$ cat src/sv/tlhd_pkg.sv
// shared types and constants for the touch level hysteresis detector
// used by tlhd_divider and touch_level_hysteresis_detector_unit; no dependencies

package tlhd_pkg;

    // field widths
    localparam int TLHD_TIME_BITS   = 48;
    localparam int TLHD_SAMPLE_BITS = 16;
    localparam int TLHD_LEVEL_BITS  = 10;
    localparam int TLHD_COUNT_BITS  = 32;

    // product of a drop and the full level, and the divide step count
    localparam int TLHD_PROD_BITS   = TLHD_SAMPLE_BITS + TLHD_LEVEL_BITS;
    localparam int TLHD_DIV_STEPS   = TLHD_LEVEL_BITS;
    localparam int TLHD_STEP_BITS   = 4;

    // level thresholds
    localparam logic [TLHD_LEVEL_BITS-1:0] TLHD_LEVEL_ON   = 10'd360;
    localparam logic [TLHD_LEVEL_BITS-1:0] TLHD_LEVEL_OFF  = 10'd220;
    localparam logic [TLHD_LEVEL_BITS-1:0] TLHD_LEVEL_FULL = 10'd1000;
    localparam logic [TLHD_LEVEL_BITS-1:0] TLHD_LEVEL_ZERO = 10'd0;

    // configuration register indexes
    localparam logic [1:0] TLHD_REG_ENABLE   = 2'd0;
    localparam logic [1:0] TLHD_REG_BASELINE = 2'd1;
    localparam logic [1:0] TLHD_REG_SPAN     = 2'd2;
    localparam logic [1:0] TLHD_REG_INTERVAL = 2'd3;

    // request to the shared divider
    typedef struct packed {
        logic                        start;
        logic [TLHD_SAMPLE_BITS-1:0] drop;
        logic [TLHD_SAMPLE_BITS-1:0] span;
    } t_div_req;

    // status back from the shared divider
    typedef struct packed {
        logic                       busy;
        logic                       done;
        logic [TLHD_LEVEL_BITS-1:0] quot;
    } t_div_rsp;

endpackage

$ cat src/sv/tlhd_divider.sv
// iterative scaler: level = drop * 1000 / span, one quotient bit per cycle
// depends on tlhd_pkg; expects drop < span so the quotient fits in ten bits

module tlhd_divider (
    input  logic              i_clk,
    input  logic              i_rst_n,
    input  tlhd_pkg::t_div_req i_req,
    output tlhd_pkg::t_div_rsp o_rsp
);

    logic                                r_busy;
    logic [tlhd_pkg::TLHD_STEP_BITS-1:0] r_count;
    logic [tlhd_pkg::TLHD_PROD_BITS-1:0] r_rem;
    logic [tlhd_pkg::TLHD_PROD_BITS-1:0] r_den;
    logic [tlhd_pkg::TLHD_LEVEL_BITS-1:0] r_quot;

    logic                                 w_fit;
    logic                                 w_last;
    logic [tlhd_pkg::TLHD_LEVEL_BITS-1:0] n_quot;
    logic [tlhd_pkg::TLHD_PROD_BITS-1:0]  w_prod;

    // one compare and subtract per step
    assign w_fit  = r_rem >= r_den;
    assign w_last = (r_count == tlhd_pkg::TLHD_STEP_BITS'(1));
    assign n_quot = {r_quot[tlhd_pkg::TLHD_LEVEL_BITS-2:0], w_fit};
    assign w_prod = i_req.drop * tlhd_pkg::TLHD_LEVEL_FULL;

    // sequencer and datapath
    always_ff @(posedge i_clk) begin
        if (!i_rst_n) begin
            r_busy  <= 1'b0;
            r_count <= '0;
        end else if (i_req.start) begin
            r_busy  <= 1'b1;
            r_count <= tlhd_pkg::TLHD_STEP_BITS'(tlhd_pkg::TLHD_DIV_STEPS);
        end else if (r_busy) begin
            r_count <= r_count - 1'b1;
            if (w_last) begin
                r_busy <= 1'b0;
            end
        end
    end

    always_ff @(posedge i_clk) begin
        if (i_req.start) begin
            r_rem  <= w_prod;
            r_den  <= {1'b0, i_req.span, {(tlhd_pkg::TLHD_DIV_STEPS-1){1'b0}}};
            r_quot <= '0;
        end else if (r_busy) begin
            if (w_fit) begin
                r_rem <= r_rem - r_den;
            end
            r_den  <= {1'b0, r_den[tlhd_pkg::TLHD_PROD_BITS-1:1]};
            r_quot <= n_quot;
        end
    end

    // quotient is offered on the last step
    assign o_rsp.busy = r_busy;
    assign o_rsp.done = r_busy && w_last;
    assign o_rsp.quot = n_quot;

endmodule

$ cat src/sv/touch_level_hysteresis_detector_unit.sv
// top level of the touch level hysteresis detector: sequencer, state and output register
// depends on tlhd_pkg and tlhd_divider

// Each input transaction is one time tick and gives exactly one output transaction.
// A tick that does not probe (block disabled or probe time not reached) or that
// carries a failed read goes from S_EVAL to S_DONE; a good read whose level needs no
// divide (zero span, no drop, or a drop at or above the span) passes S_EVAL, S_APPLY
// and S_DONE. A probe with a good sample whose drop lies strictly between zero and
// the trigger span runs the shared scaling unit, one 16x10 multiply then a ten-step
// restoring divide with one quotient bit per cycle, and passes S_EVAL, S_DIV,
// S_APPLY and S_DONE. S_DONE waits until the output register is free; the input is
// ready again once the result is loaded, so a new tick is taken only after the last
// one is finished. The result register holds a finished transaction while the
// next tick is accepted and worked on. Configuration is to be written through
// i_cfg_we, i_cfg_addr and i_cfg_wdata while the block is idle; nothing enforces this.

module touch_level_hysteresis_detector_unit (
    input  logic         i_clk,
    input  logic         i_rst_n,
    // configuration write port
    input  logic         i_cfg_we,
    input  logic [1:0]   i_cfg_addr,
    input  logic [15:0]  i_cfg_wdata,
    // tick input
    input  logic         i_s_tvalid,
    output logic         o_s_tready,
    input  logic [63:0]  i_s_tdata,   // now_ms[47:0], raw_sample[63:48]
    input  logic         i_s_tuser,   // sample_ok
    // result output
    output logic         o_m_tvalid,
    input  logic         i_m_tready,
    // read_good[0], last_sample[16:1], level[26:17], touch_active[27],
    // touch_rise[28], activation_count[60:29], good_read_count[92:61],
    // bad_read_count[124:93], touch_start_ms[172:125], zero fill[175:173]
    output logic [175:0] o_m_tdata,
    output logic         o_m_tuser    // probed
);

    localparam logic [2:0] S_IDLE  = 3'd0;
    localparam logic [2:0] S_EVAL  = 3'd1;
    localparam logic [2:0] S_DIV   = 3'd2;
    localparam logic [2:0] S_APPLY = 3'd3;
    localparam logic [2:0] S_DONE  = 3'd4;

    localparam int TB = tlhd_pkg::TLHD_TIME_BITS;
    localparam int SB = tlhd_pkg::TLHD_SAMPLE_BITS;
    localparam int LB = tlhd_pkg::TLHD_LEVEL_BITS;
    localparam int CB = tlhd_pkg::TLHD_COUNT_BITS;

    // configuration
    logic          r_enable;
    logic [SB-1:0] r_baseline;
    logic [SB-1:0] r_span;
    logic [15:0]   r_interval;

    // sequencer and latched tick
    logic [2:0]    r_state;
    logic [TB-1:0] r_now;
    logic          r_ok;
    logic [SB-1:0] r_sample;
    logic          r_probe;
    logic [LB-1:0] r_new_level;

    // held state
    logic          r_active;
    logic          r_rise;
    logic          r_last_ok;
    logic [TB-1:0] r_next_probe;
    logic [SB-1:0] r_held_sample;
    logic [LB-1:0] r_held_level;
    logic [TB-1:0] r_edge_time;
    logic [CB-1:0] r_rise_total;
    logic [CB-1:0] r_ok_total;
    logic [CB-1:0] r_fail_total;

    // output register
    logic          r_out_valid;
    logic          r_out_probe;
    logic [172:0]  r_out_data;

    logic                w_accept;
    logic                w_probe;
    logic                w_no_drop;
    logic [SB-1:0]       w_drop;
    logic                w_full;
    logic [TB-1:0]       w_next_time;
    logic                w_new_active;
    logic                w_out_free;
    tlhd_pkg::t_div_req  w_div_req;
    tlhd_pkg::t_div_rsp  w_div_rsp;

    assign o_s_tready = (r_state == S_IDLE);
    assign w_accept   = i_s_tvalid && o_s_tready;
    assign w_out_free = !r_out_valid || i_m_tready;

    // probe decision and drop classification
    assign w_probe     = r_enable && (r_now >= r_next_probe);
    assign w_no_drop   = r_sample >= r_baseline;
    assign w_drop      = r_baseline - r_sample;
    assign w_full      = w_drop >= r_span;
    assign w_next_time = r_now + {{(TB-16){1'b0}}, r_interval};

    // hysteresis on the new level
    assign w_new_active = r_active ? (r_new_level >= tlhd_pkg::TLHD_LEVEL_OFF)
                                   : (r_new_level >= tlhd_pkg::TLHD_LEVEL_ON);

    // shared scaling unit
    assign w_div_req.start = (r_state == S_EVAL) && w_probe && r_ok &&
                             (r_span != '0) && !w_no_drop && !w_full;
    assign w_div_req.drop  = w_drop;
    assign w_div_req.span  = r_span;

    tlhd_divider u_div (
        .i_clk   (i_clk),
        .i_rst_n (i_rst_n),
        .i_req   (w_div_req),
        .o_rsp   (w_div_rsp)
    );

    // configuration writes
    always_ff @(posedge i_clk) begin
        if (!i_rst_n) begin
            r_enable   <= 1'b0;
            r_baseline <= '0;
            r_span     <= '0;
            r_interval <= 16'd10;
        end else if (i_cfg_we) begin
            case (i_cfg_addr)
                tlhd_pkg::TLHD_REG_ENABLE:   r_enable   <= i_cfg_wdata[0];
                tlhd_pkg::TLHD_REG_BASELINE: r_baseline <= i_cfg_wdata[SB-1:0];
                tlhd_pkg::TLHD_REG_SPAN:     r_span     <= i_cfg_wdata[SB-1:0];
                tlhd_pkg::TLHD_REG_INTERVAL: r_interval <= i_cfg_wdata;
                default: ;
            endcase
        end
    end

    // latch the accepted tick
    always_ff @(posedge i_clk) begin
        if (w_accept) begin
            r_now    <= i_s_tdata[TB-1:0];
            r_sample <= i_s_tdata[63:48];
            r_ok     <= i_s_tuser;
        end
    end

    // sequencer and held state
    always_ff @(posedge i_clk) begin
        if (!i_rst_n) begin
            r_state       <= S_IDLE;
            r_probe       <= 1'b0;
            r_active      <= 1'b0;
            r_rise        <= 1'b0;
            r_last_ok     <= 1'b0;
            r_next_probe  <= '0;
            r_held_sample <= '0;
            r_held_level  <= '0;
            r_edge_time   <= '0;
            r_rise_total  <= '0;
            r_ok_total    <= '0;
            r_fail_total  <= '0;
            r_new_level   <= '0;
        end else begin
            case (r_state)
                S_IDLE: begin
                    if (w_accept) begin
                        r_state <= S_EVAL;
                    end
                end
                S_EVAL: begin
                    r_probe <= w_probe;
                    if (!w_probe) begin
                        r_state <= S_DONE;
                    end else if (!r_ok) begin
                        // failed read keeps sample, level and touch state
                        r_last_ok    <= 1'b0;
                        r_rise       <= 1'b0;
                        r_fail_total <= r_fail_total + 1'b1;
                        r_next_probe <= w_next_time;
                        r_state      <= S_DONE;
                    end else begin
                        r_held_sample <= r_sample;
                        if (r_span == '0 || w_no_drop) begin
                            r_new_level <= tlhd_pkg::TLHD_LEVEL_ZERO;
                            r_state     <= S_APPLY;
                        end else if (w_full) begin
                            r_new_level <= tlhd_pkg::TLHD_LEVEL_FULL;
                            r_state     <= S_APPLY;
                        end else begin
                            r_state <= S_DIV;
                        end
                    end
                end
                S_DIV: begin
                    if (w_div_rsp.done) begin
                        r_new_level <= w_div_rsp.quot;
                        r_state     <= S_APPLY;
                    end
                end
                S_APPLY: begin
                    r_last_ok    <= 1'b1;
                    r_held_level <= r_new_level;
                    r_active     <= w_new_active;
                    r_rise       <= w_new_active && !r_active;
                    if (w_new_active && !r_active) begin
                        r_edge_time  <= r_now;
                        r_rise_total <= r_rise_total + 1'b1;
                    end
                    r_ok_total   <= r_ok_total + 1'b1;
                    r_next_probe <= w_next_time;
                    r_state      <= S_DONE;
                end
                S_DONE: begin
                    if (w_out_free) begin
                        r_state <= S_IDLE;
                    end
                end
                default: begin
                    r_state <= S_IDLE;
                end
            endcase
        end
    end

    // output transaction register
    always_ff @(posedge i_clk) begin
        if (!i_rst_n) begin
            r_out_valid <= 1'b0;
        end else if (r_state == S_DONE && w_out_free) begin
            r_out_valid <= 1'b1;
        end else if (i_m_tready) begin
            r_out_valid <= 1'b0;
        end
    end

    always_ff @(posedge i_clk) begin
        if (r_state == S_DONE && w_out_free) begin
            r_out_probe <= r_probe;
            r_out_data  <= {r_edge_time, r_fail_total, r_ok_total, r_rise_total,
                            r_rise, r_active, r_held_level, r_held_sample, r_last_ok};
        end
    end

    assign o_m_tvalid = r_out_valid;
    assign o_m_tuser  = r_out_probe;
    assign o_m_tdata  = {3'b000, r_out_data};

    // checks on the sequencer and held state
    a_level_range: assert property (@(posedge i_clk) disable iff (!i_rst_n)
        r_held_level <= tlhd_pkg::TLHD_LEVEL_FULL)
        else $error("held level above full scale");

    a_rise_active: assert property (@(posedge i_clk) disable iff (!i_rst_n)
        r_rise |-> r_active)
        else $error("touch rise without active touch");

    a_div_in_state: assert property (@(posedge i_clk) disable iff (!i_rst_n)
        w_div_rsp.busy |-> (r_state == S_DIV))
        else $error("divider running outside the divide state");

    a_accept_eval: assert property (@(posedge i_clk) disable iff (!i_rst_n)
        w_accept |=> (r_state == S_EVAL))
        else $error("accepted tick not evaluated");

    a_hold_full: assert property (@(posedge i_clk) disable iff (!i_rst_n)
        (r_state == S_DONE && !w_out_free) |=> (r_state == S_DONE))
        else $error("result lost while output register full");

endmodule
$ cat config.mk
export PLATFORM = sky130hd
export DESIGN_NAME = touch_level_hysteresis_detector_unit
export DESIGN_NICKNAME = d
export VERILOG_FILES = /design/src/sv/tlhd_pkg.sv /design/src/sv/tlhd_divider.sv /design/src/sv/touch_level_hysteresis_detector_unit.sv
export SDC_FILE = /design/constraint.sdc
export NUM_CORES = 1
export LEC_CHECK = 0
export BUFFER_PORTS_ARGS = -buffer_cell sky130_fd_sc_hd__buf_2
export CAP_MARGIN = 25
export CORE_MARGIN = 5
export CORE_UTILIZATION = 25
export DETAILED_ROUTE_END_ITERATION = 8
export MAX_ROUTING_LAYER = met4
export SLEW_MARGIN = 10
export SYNTH_ARGS = -nofsm -noshare
export SYNTH_HDL_FRONTEND = slang
export SYNTH_HIERARCHICAL = 1
export SYNTH_SLANG_ARGS = --single-unit
$ cat constraint.sdc
create_clock -name i_clk -period 8.9 [get_ports i_clk]
set_clock_uncertainty 0.05 [all_clocks]
set_input_delay 1.335 -clock i_clk [delete_from_list [all_inputs] [get_ports i_clk]]
set_output_delay 1.335 -clock i_clk [all_outputs]
set_load 0.02 [all_outputs]
==> results of run 1 <==
-- where the power goes --
group	switching, mW	internal (mW)
Combinational	1.78	1.27
Sequential	0.0550	2.89
Clock	1.20	1.69
Total	3.04	5.86
-- how the worst max path moves through the flow --
| stage | start | endpoint | slack, ns | cells after the start |
|---|---|---|---|---|
| after floorplan | r_sample[1] | u_div/r_rem[25] | 2.59 | 25 |
| after global placement | r_sample[1] | u_div/r_rem[25] | 2.10 | 22 |
| after detailed placement | r_sample[1] | u_div/r_rem[25] | 1.91 | 22 |
| after CTS | r_sample[1] | u_div/r_rem[25] | 1.91 | 22 |
| after global routing | r_sample[1] | u_div/r_rem[25] | 1.34 | 22 |
| final | r_sample[1] | u_div/r_rem[25] | 1.91 | 25 |
-- stage by stage --
stage,setup slack [ns],area [sq um],std cells,power (mW)
floorplan,2.588,28520,2788,5.311
global placement,2.102,31510,4476,6.012
detailed placement,1.905,31510,4476,6.041
CTS,1.911,33820,4599,8.970
global route,1.341,33880,4609,9.467
finish,1.913,33880,4609,8.890
-- sequential cells by signal, indices dropped and copies added, names as in the netlist, 25 cells and up --
| name | flops |
|---|---|
| r_edge_time | 48 |
| r_fail_total | 32 |
| r_next_probe | 48 |
| r_now | 48 |
| r_ok_total | 32 |
| r_out_data | 173 |
| r_rise_total | 32 |
| u_div/r_den | 25 |
| u_div/r_rem | 26 |
-- layer usage --
metal	wire length [um]	GRT usage, %	part of all wire [%]
met1	37250	17.83	48
met5	0	-	0
met4	1698	3.111	2.2
met2	33710	19.00	44
met3	4483	2.403	5.8
-- final cells by class --
type,count,share of cell area (%)
diodes,7,0.05171
clock buffers,86,5.400
multi-input cells,1874,37.64
flip-flops and latches,589,43.02
inverters,221,2.471
repair buffers,283,4.425
clock inverters,37,1.404
well taps,1512,5.584
==> results.toml, run 1 <==
[clocking]
numCtsBuffers = 67
postCtsHoldBufs = 0
cts.sinks = 589
cts_root_buffer = "clkbuf_16"
post_cts_buffers = 0
clock_latency_ns = 0.63
path_clk_slew_ns = 0.06
htree_num_levels = 3
clk_path_buf_depth = 3
cts_tree = "yes"
ctsResizeCount = 0

[floorplanning]
boundaryPins = 267
start_util_pct = 25.04
fp.dieW_um = 347.7
core_area_sq_um = 113900
dieArea_sq_um = 120900
core.rowCount = 124
die_y_um = 347.7

[critical_path]
r2r_cells = 25
cp-start-kind = "flop"
crit-reg2reg-launch = "r_sample[1]"
rrSetupSlack_ns = 1.91
worstPathBufferInverterCount = 3
end_kind = "flop"
crit_family = "adder cells"
worstReg2RegEnd = "u_div/r_rem[25]"
cp.arrival_ns = 7.29
crit_path_frequent_cell = "fa_1"
worstPathRequired_ns = 9.20
slowest_delay_ns = 0.60
cp_slowest_cell = "fa_1"
cp_max_fo = 6
setup.worst_path.class = "flop to flop"

[sta]
tightest_slew_ns = 1.020
post-route-period-util_pct = 78.50
drv_slew = 0
fin_tns_setup_ns = 0
hold_ws_ns = 0.3607
fin_crit_ns = 6.987
finalSetupViolations = 0
rsz0062_at_grt = "no"
hold_viol_final = 0
max_freq_mhz = 143.1
slew-limit-headroom_pct = 31.98

[cells_and_area]
fin_nets = 3360
utilization_pct = 29.75
area_delta_synth_final_pct = 18.80
drive_above_1_share_pct = 13.75
multi_input_area_sq_um = 12750
fill_cells = 11807
layout_commonest_cell = "nand2_1"
regArea_sq_um = 14580
mostFrequentLayoutCells = "388 x nand2_1, 310 x dfxtp_1, 278 x edfxtp_1, 263 x buf_2, 230 x a21oi_1"

[worst_hold_path]
whs_path_depth = 0
hold_end = "r_out_data[24]"
hold_path.class = "flop to flop"
hold_start = "r_held_level[7]"

[route]
drc = 0
wire_per_inst_um = 16.74
drt_wl_total_um = 77140
firstDrtPassIters = 5
drtIter0Drc = 1251
via_count = 20770
avgViaCountPerCell = 4.506
ant_nets = 0

[run]
cap_violations = 0

[placement]
hpwl_um = 56060
port_buffers = 263
gp_congestion = 0.8706

[global_routing]
grt_pass1_wl_um = 118000
grt_max_degree = 148
grtUsageTotal_pct = 12.71
grt_pass1_vias = 19803
grt_overflow_total = 0
antenna_found_initial = 15

[power_and_ir_drop]
p_leak_nw = 12.65
vdd_ir_drop_max_mv = 0.2968
p_per_area_nw_per_um2 = 262.4

[yosys]
synth_area_sq_um = 28520
synthCells = 2786
syn_area_per_cell_sq_um = 10.24
yosysWarnings = 6

[outcome]
outcome = "finished clean"
(Power assumes the default switching activity.)
==> inputs of run 2 (changes only) <==
clock period = 6.9 ns   (was 8.9 ns; I/O delays follow)
==> run 2 against run 1 <==
Compared with the run above: sequential cell count did not move; final cell count barely moved; sequential power rose by 29%; die area did not move; non-clock buffer count rose by 11; global-route usage fell by 0.088 points; register-to-register slack got worse by 1.5 ns; cell area fell by 0.11%; critical path depth fell by 1; critical endpoint unchanged; sequential share of layout area barely moved.
==> results.toml, run 2 (same netlist as run 1, synthesis figures left out) <==
[outcome]
outcome = "finished clean"

[sta]
tightest_slew_ns = 1.251
drv_slew = 0
worst_slack_ns = 0.4343
max_freq_mhz = 154.7
hold_viol_final = 0
finalSetupViolations = 0
post-route-period-util_pct = 93.71
fin_crit_ns = 6.466
fin_tns_setup_ns = 0
rsz0062_at_grt = "no"
slew-limit-headroom_pct = 16.59

[route]
via_count = 20686
drc = 0
drtIter0Drc = 1366
firstDrtPassIters = 5
drt_wl_total_um = 76240
ant_nets = 0
avgViaCountPerCell = 4.492
wire_per_inst_um = 16.55

[floorplanning]
die_y_um = 347.7
fp.dieW_um = 347.7
core.rowCount = 124
boundaryPins = 267
core_area_sq_um = 113900
dieArea_sq_um = 120900
start_util_pct = 25.04

[power_and_ir_drop]
p_clk_share_pct = 30.9
p_seq_share_pct = 33.6
switchingPower_mw = 3.879
p_leak_nw = 12.65
p_comb_share_pct = 35.5
p_sw_share_pct = 34.22
vdd_ir_drop_max_mv = 0.4186
power.internal_mw = 7.455
total_power_mw = 11.33
p_per_area_nw_per_um2 = 335.0

[clocking]
cts.sinks = 589
cts_tree = "yes"
htree_num_levels = 2
numCtsBuffers = 60
cts_root_buffer = "clkbuf_16"
postCtsHoldBufs = 0
clk_path_buf_depth = 3
clock_latency_ns = 0.66
path_clk_slew_ns = 0.07

[global_routing]
grt_pass1_wl_um = 117700
antenna_found_initial = 10
grt_overflow_total = 0
grt_pass1_vias = 20158
grt_max_degree = 169
grtUsageTotal_pct = 12.63

[critical_path]
cp.arrival_ns = 6.81
cp_slowest_cell = "fa_1"
setup.worst_path.class = "flop to flop"
end_kind = "flop"
worstPathRequired_ns = 7.25
slowest_delay_ns = 0.52
cp-start-kind = "flop"
cp_max_fo = 5
rrSetupSlack_ns = 0.43
path_cells = "inv_1 > ha_1 > a2111oi_2 > o21ai_0 > nand3_1 > nand2_1 > xor2_2 > inv_2 > fa_1 > fa_1 > inv_1 > fa_1 > inv_1 > fa_1 > inv_1 > ha_1 > and2_1 > a221o_1 > o21ba_2 > a21oi_1 > a211oi_2 > a21oi_1 > mux2i_1 > nand3_1"

[cells_and_area]
layout.cells.non_filler = 4605
layout_commonest_cell = "nand2_1"
area_delta_synth_final_pct = 18.67
largest_reg_flops = 173
utilization_pct = 29.71
fin_nets = 3364
top_register = "r_out_data"
mostFrequentLayoutCells = "388 x nand2_1, 310 x dfxtp_1, 278 x edfxtp_1, 263 x buf_2, 229 x a21oi_1"
drive_above_1_share_pct = 14.34

[placement]
place_inst = 4486
gp_congestion = 0.8641
port_buffers = 263
hpwl_um = 55430
pre_cts_slack_ns = 0.1055

[run]
cap_violations = 0

[worst_hold_path]
hold_path.class = "flop to flop"
[run 2: worst paths after layout]
path,from,to,cells after the start
worst max-delay path,r_sample[7],u_div/r_rem[25],24
worst max register to register,r_sample[7],u_div/r_rem[25],24
worst min register to register,r_edge_time[12],r_out_data[137],0
worst min-delay path,r_edge_time[12],r_out_data[137],0
[run 2: area by class of cell]
class                           count  area, sq um
Antenna cell                        4        10.01
Clock buffer                       69         1575
Clock inverter                     42        568.0
Fill cell                       11793        80040
Inverter                          221        837.1
Multi-Input combinational cell   1874        12800
Sequential cell                   589        14580
Tap cell                         1512         1892
Timing Repair Buffer              294         1578
[run 2: timing repair]
| item | 4_1_cts | 5_1_grt |
|---|---|---|
| gates resized for setup | 0 | 15 |
| setup endpoints to repair | 0 | 6 |
| setup buffers | 0 | 4 |
[run 2: per-layer routing]
metal  part of all wire [%]  track usage (%)  wire length [um]
met4                    2.2            2.995              1682
met5                      0                -                 0
met2                     43            19.15             33130
met3                    6.0            2.568              4594
met1                     48            17.39             36830
[run 2: power groups by stage]
stage,registers [mW],logic (mW),clock network [mW]
3_5_place_dp,3.88,3.97,0
5_1_grt,3.81,4.49,3.77
2_1_floorplan,3.90,2.95,0
3_3_place_gp,3.88,3.94,0
6_report,3.80,4.03,3.50
4_1_cts,3.81,4.00,3.63
[run 2: worst max-delay path, delay by kind of cell (launching register included)]
family	cells	cell delay (ns)
AO/OA/AOI/OAI	7	1.82
flip-flops	1	0.35
XOR/XNOR	1	0.24
buffers and inverters	5	0.34
multiplexers	1	0.18
AND/OR/NAND/NOR	4	0.53
adder cells (fa/ha/maj)	6	2.70
[run 2: stage by stage]
| stage | cell area, sq um | hold slack (ns) |
|---|---|---|
| finish | 33840 | 0.3742 |
| global route | 33840 | 0.3830 |
| CTS | 33750 | 0.3727 |
| detailed placement | 31600 | 0.3638 |
| global placement | 31590 | 0.3620 |
| floorplan | 28520 | 0.3576 |
==> inputs of run 3 (changes only) <==
clock period = 7.1 ns   (was 6.9 ns; I/O delays follow)
==> run 3 against run 2 <==
Compared with the run above: sequential cell count unchanged; first-iteration DRC count fell by 3.5%; cell area up 0.33%; global-route usage grew 0.083 points; die area is the same; clock power increased by 5%; hold slack got worse by 0.013 ns; final cell count is essentially flat; utilization is 0.099 points higher; worst setup slack better by 0.0093 ns; combinational power down 6.5%; clock-buffer cell count rose by 17; largest cell class unchanged.
==> results.toml, run 3 (same netlist as run 1, synthesis figures left out) <==
[critical_path]
cp.arrival_ns = 6.95
end_kind = "flop"
setup.worst_path.class = "flop to flop"
worstPathRequired_ns = 7.39
cp_max_fo = 6
r2r_cells = 25
cp-start-kind = "flop"

[floorplanning]
start_util_pct = 25.04
fp.dieW_um = 347.7
core_area_sq_um = 113900
core.rowCount = 124
dieArea_sq_um = 120900
die_y_um = 347.7
boundaryPins = 267

[cells_and_area]
area_delta_synth_final_pct = 19.06
mostFrequentLayoutCells = "388 x nand2_1, 310 x dfxtp_1, 278 x edfxtp_1, 263 x buf_2, 230 x a21oi_1"
drive_above_1_share_pct = 14.03
layout_commonest_cell = "nand2_1"
top_register = "r_out_data"
fill_cells = 11814
fin_area_sq_um = 33950
fin_nets = 3363
largest_reg_flops = 173

[clocking]
clock_latency_ns = 0.64
numCtsBuffers = 67
htree_num_levels = 3
path_clk_slew_ns = 0.06
cts.sinks = 589
cts_tree = "yes"
clk_path_buf_depth = 3
cts_root_buffer = "clkbuf_16"

[placement]
hpwl_um = 55720
dpl_cell_area_sq_um = 31560
pre_cts_slack_ns = 0.08869
port_buffers = 263
gp_congestion = 0.8589

[route]
met2_length_um = 33340
routed.top_layer = "met4"
drtIter0Drc = 1318
wl_met3_um = 4891
wire_per_inst_um = 16.61
avgViaCountPerCell = 4.496
via_count = 20722
ant_nets = 0
firstDrtPassIters = 5
drt_wl_total_um = 76580
drc = 0
wl_met1_um = 36750

[sta]
tightest_slew_ns = 1.035
drv_slew = 0
fin_crit_ns = 6.656
max_freq_mhz = 150.2
hold_viol_final = 0
worst_slack_ns = 0.4435
finalSetupViolations = 0
slew-limit-headroom_pct = 30.97
post-route-period-util_pct = 93.75

[run]
cap_violations = 0

[outcome]
outcome = "finished clean"

[power_and_ir_drop]
vdd_ir_drop_max_mv = 0.3271
p_per_area_nw_per_um2 = 327.8
p_leak_nw = 12.68

[global_routing]
antenna_found_initial = 8
grt_pass1_wl_um = 117800
grt_pass1_vias = 20063
grtUsageTotal_pct = 12.71
grt_max_degree = 125
grt_overflow_total = 0

[worst_hold_path]
hold_path.class = "flop to flop"
whs_path_depth = 0
-- run 3: metal layers --
layer,up-vias,track usage [%]
li1,10251,-
met4,0,2.903
met1,9864,17.38
met5,-,-
met2,496,19.07
met3,111,3.140
-- run 3: area by class of cell --
class / instances / area, sq um / share of cell area (%)
flip-flops and latches: 589 / 14580 / 42.93
clock buffers: 86 / 1798 / 5.296
multi-input cells: 1874 / 12790 / 37.69
diodes: 4 / 10.01 / 0.02948
repair buffers: 286 / 1505 / 4.433
well taps: 1512 / 1892 / 5.572
clock inverters: 37 / 539.3 / 1.588
inverters: 221 / 837.1 / 2.465
-- run 3: what timing repair did --
item | in CTS | in global routing
buffers inserted | 0 | 0
endpoints found under the setup margin | 0 | 4
hold buffers | 0 | 0
gates resized for setup | 0 | 10
-- run 3: through the flow --
stage / hold WS [ns] / util (%) / total power, mW / instances / setup TNS [ns]
2_1_floorplan: 0.3576 / - / 6.658 / 2788 / 0
3_3_place_gp: 0.3612 / 27.70 / 7.416 / 4481 / 0
3_5_place_dp: 0.3641 / 27.71 / 7.492 / 4482 / 0
4_1_cts: 0.3519 / 29.77 / 11.22 / 4605 / 0
5_1_grt: 0.3776 / 29.81 / 11.91 / 4609 / -0.03507
6_report: 0.3611 / 29.81 / 11.13 / 4609 / 0
-- run 3: worst paths after layout --
check             startpoint         endpoint  slack (ns)
max              r_sample[1]  u_div/r_rem[21]        0.44
min          r_edge_time[10]  r_out_data[135]        0.36
max reg2reg      r_sample[1]  u_div/r_rem[21]        0.44
min reg2reg  r_edge_time[10]  r_out_data[135]        0.36
-- run 3: worst max-delay path, stage by stage (launching register included) --
cell and delay (ns):
edfxtp_1 0.39, inv_1 0.11, ha_1 0.25, nor2b_1 0.13, o21ai_0 0.21, a21boi_0 0.17
o21ai_2 0.19, nor2b_1 0.22, o21bai_1 0.09, a21oi_1 0.27, xnor2_2 0.21, inv_2 0.15
fa_1 0.58, fa_1 0.45, fa_1 0.49, fa_1 0.51, inv_1 0.04, ha_1 0.37
a21o_1 0.21, a221o_1 0.32, o21ba_2 0.24, a21oi_1 0.07, a21o_1 0.20, a21oi_1 0.17
xor2_1 0.17, o22ai_1 0.10
-- run 3: power breakdown --
| group | switching, mW | internal (mW) | leakage, nW |
|---|---|---|---|
| registers | 0.0682 | 3.63 | 5.12 |
| clock network | 1.48 | 2.19 | 1.13 |
| logic | 2.14 | 1.63 | 6.44 |
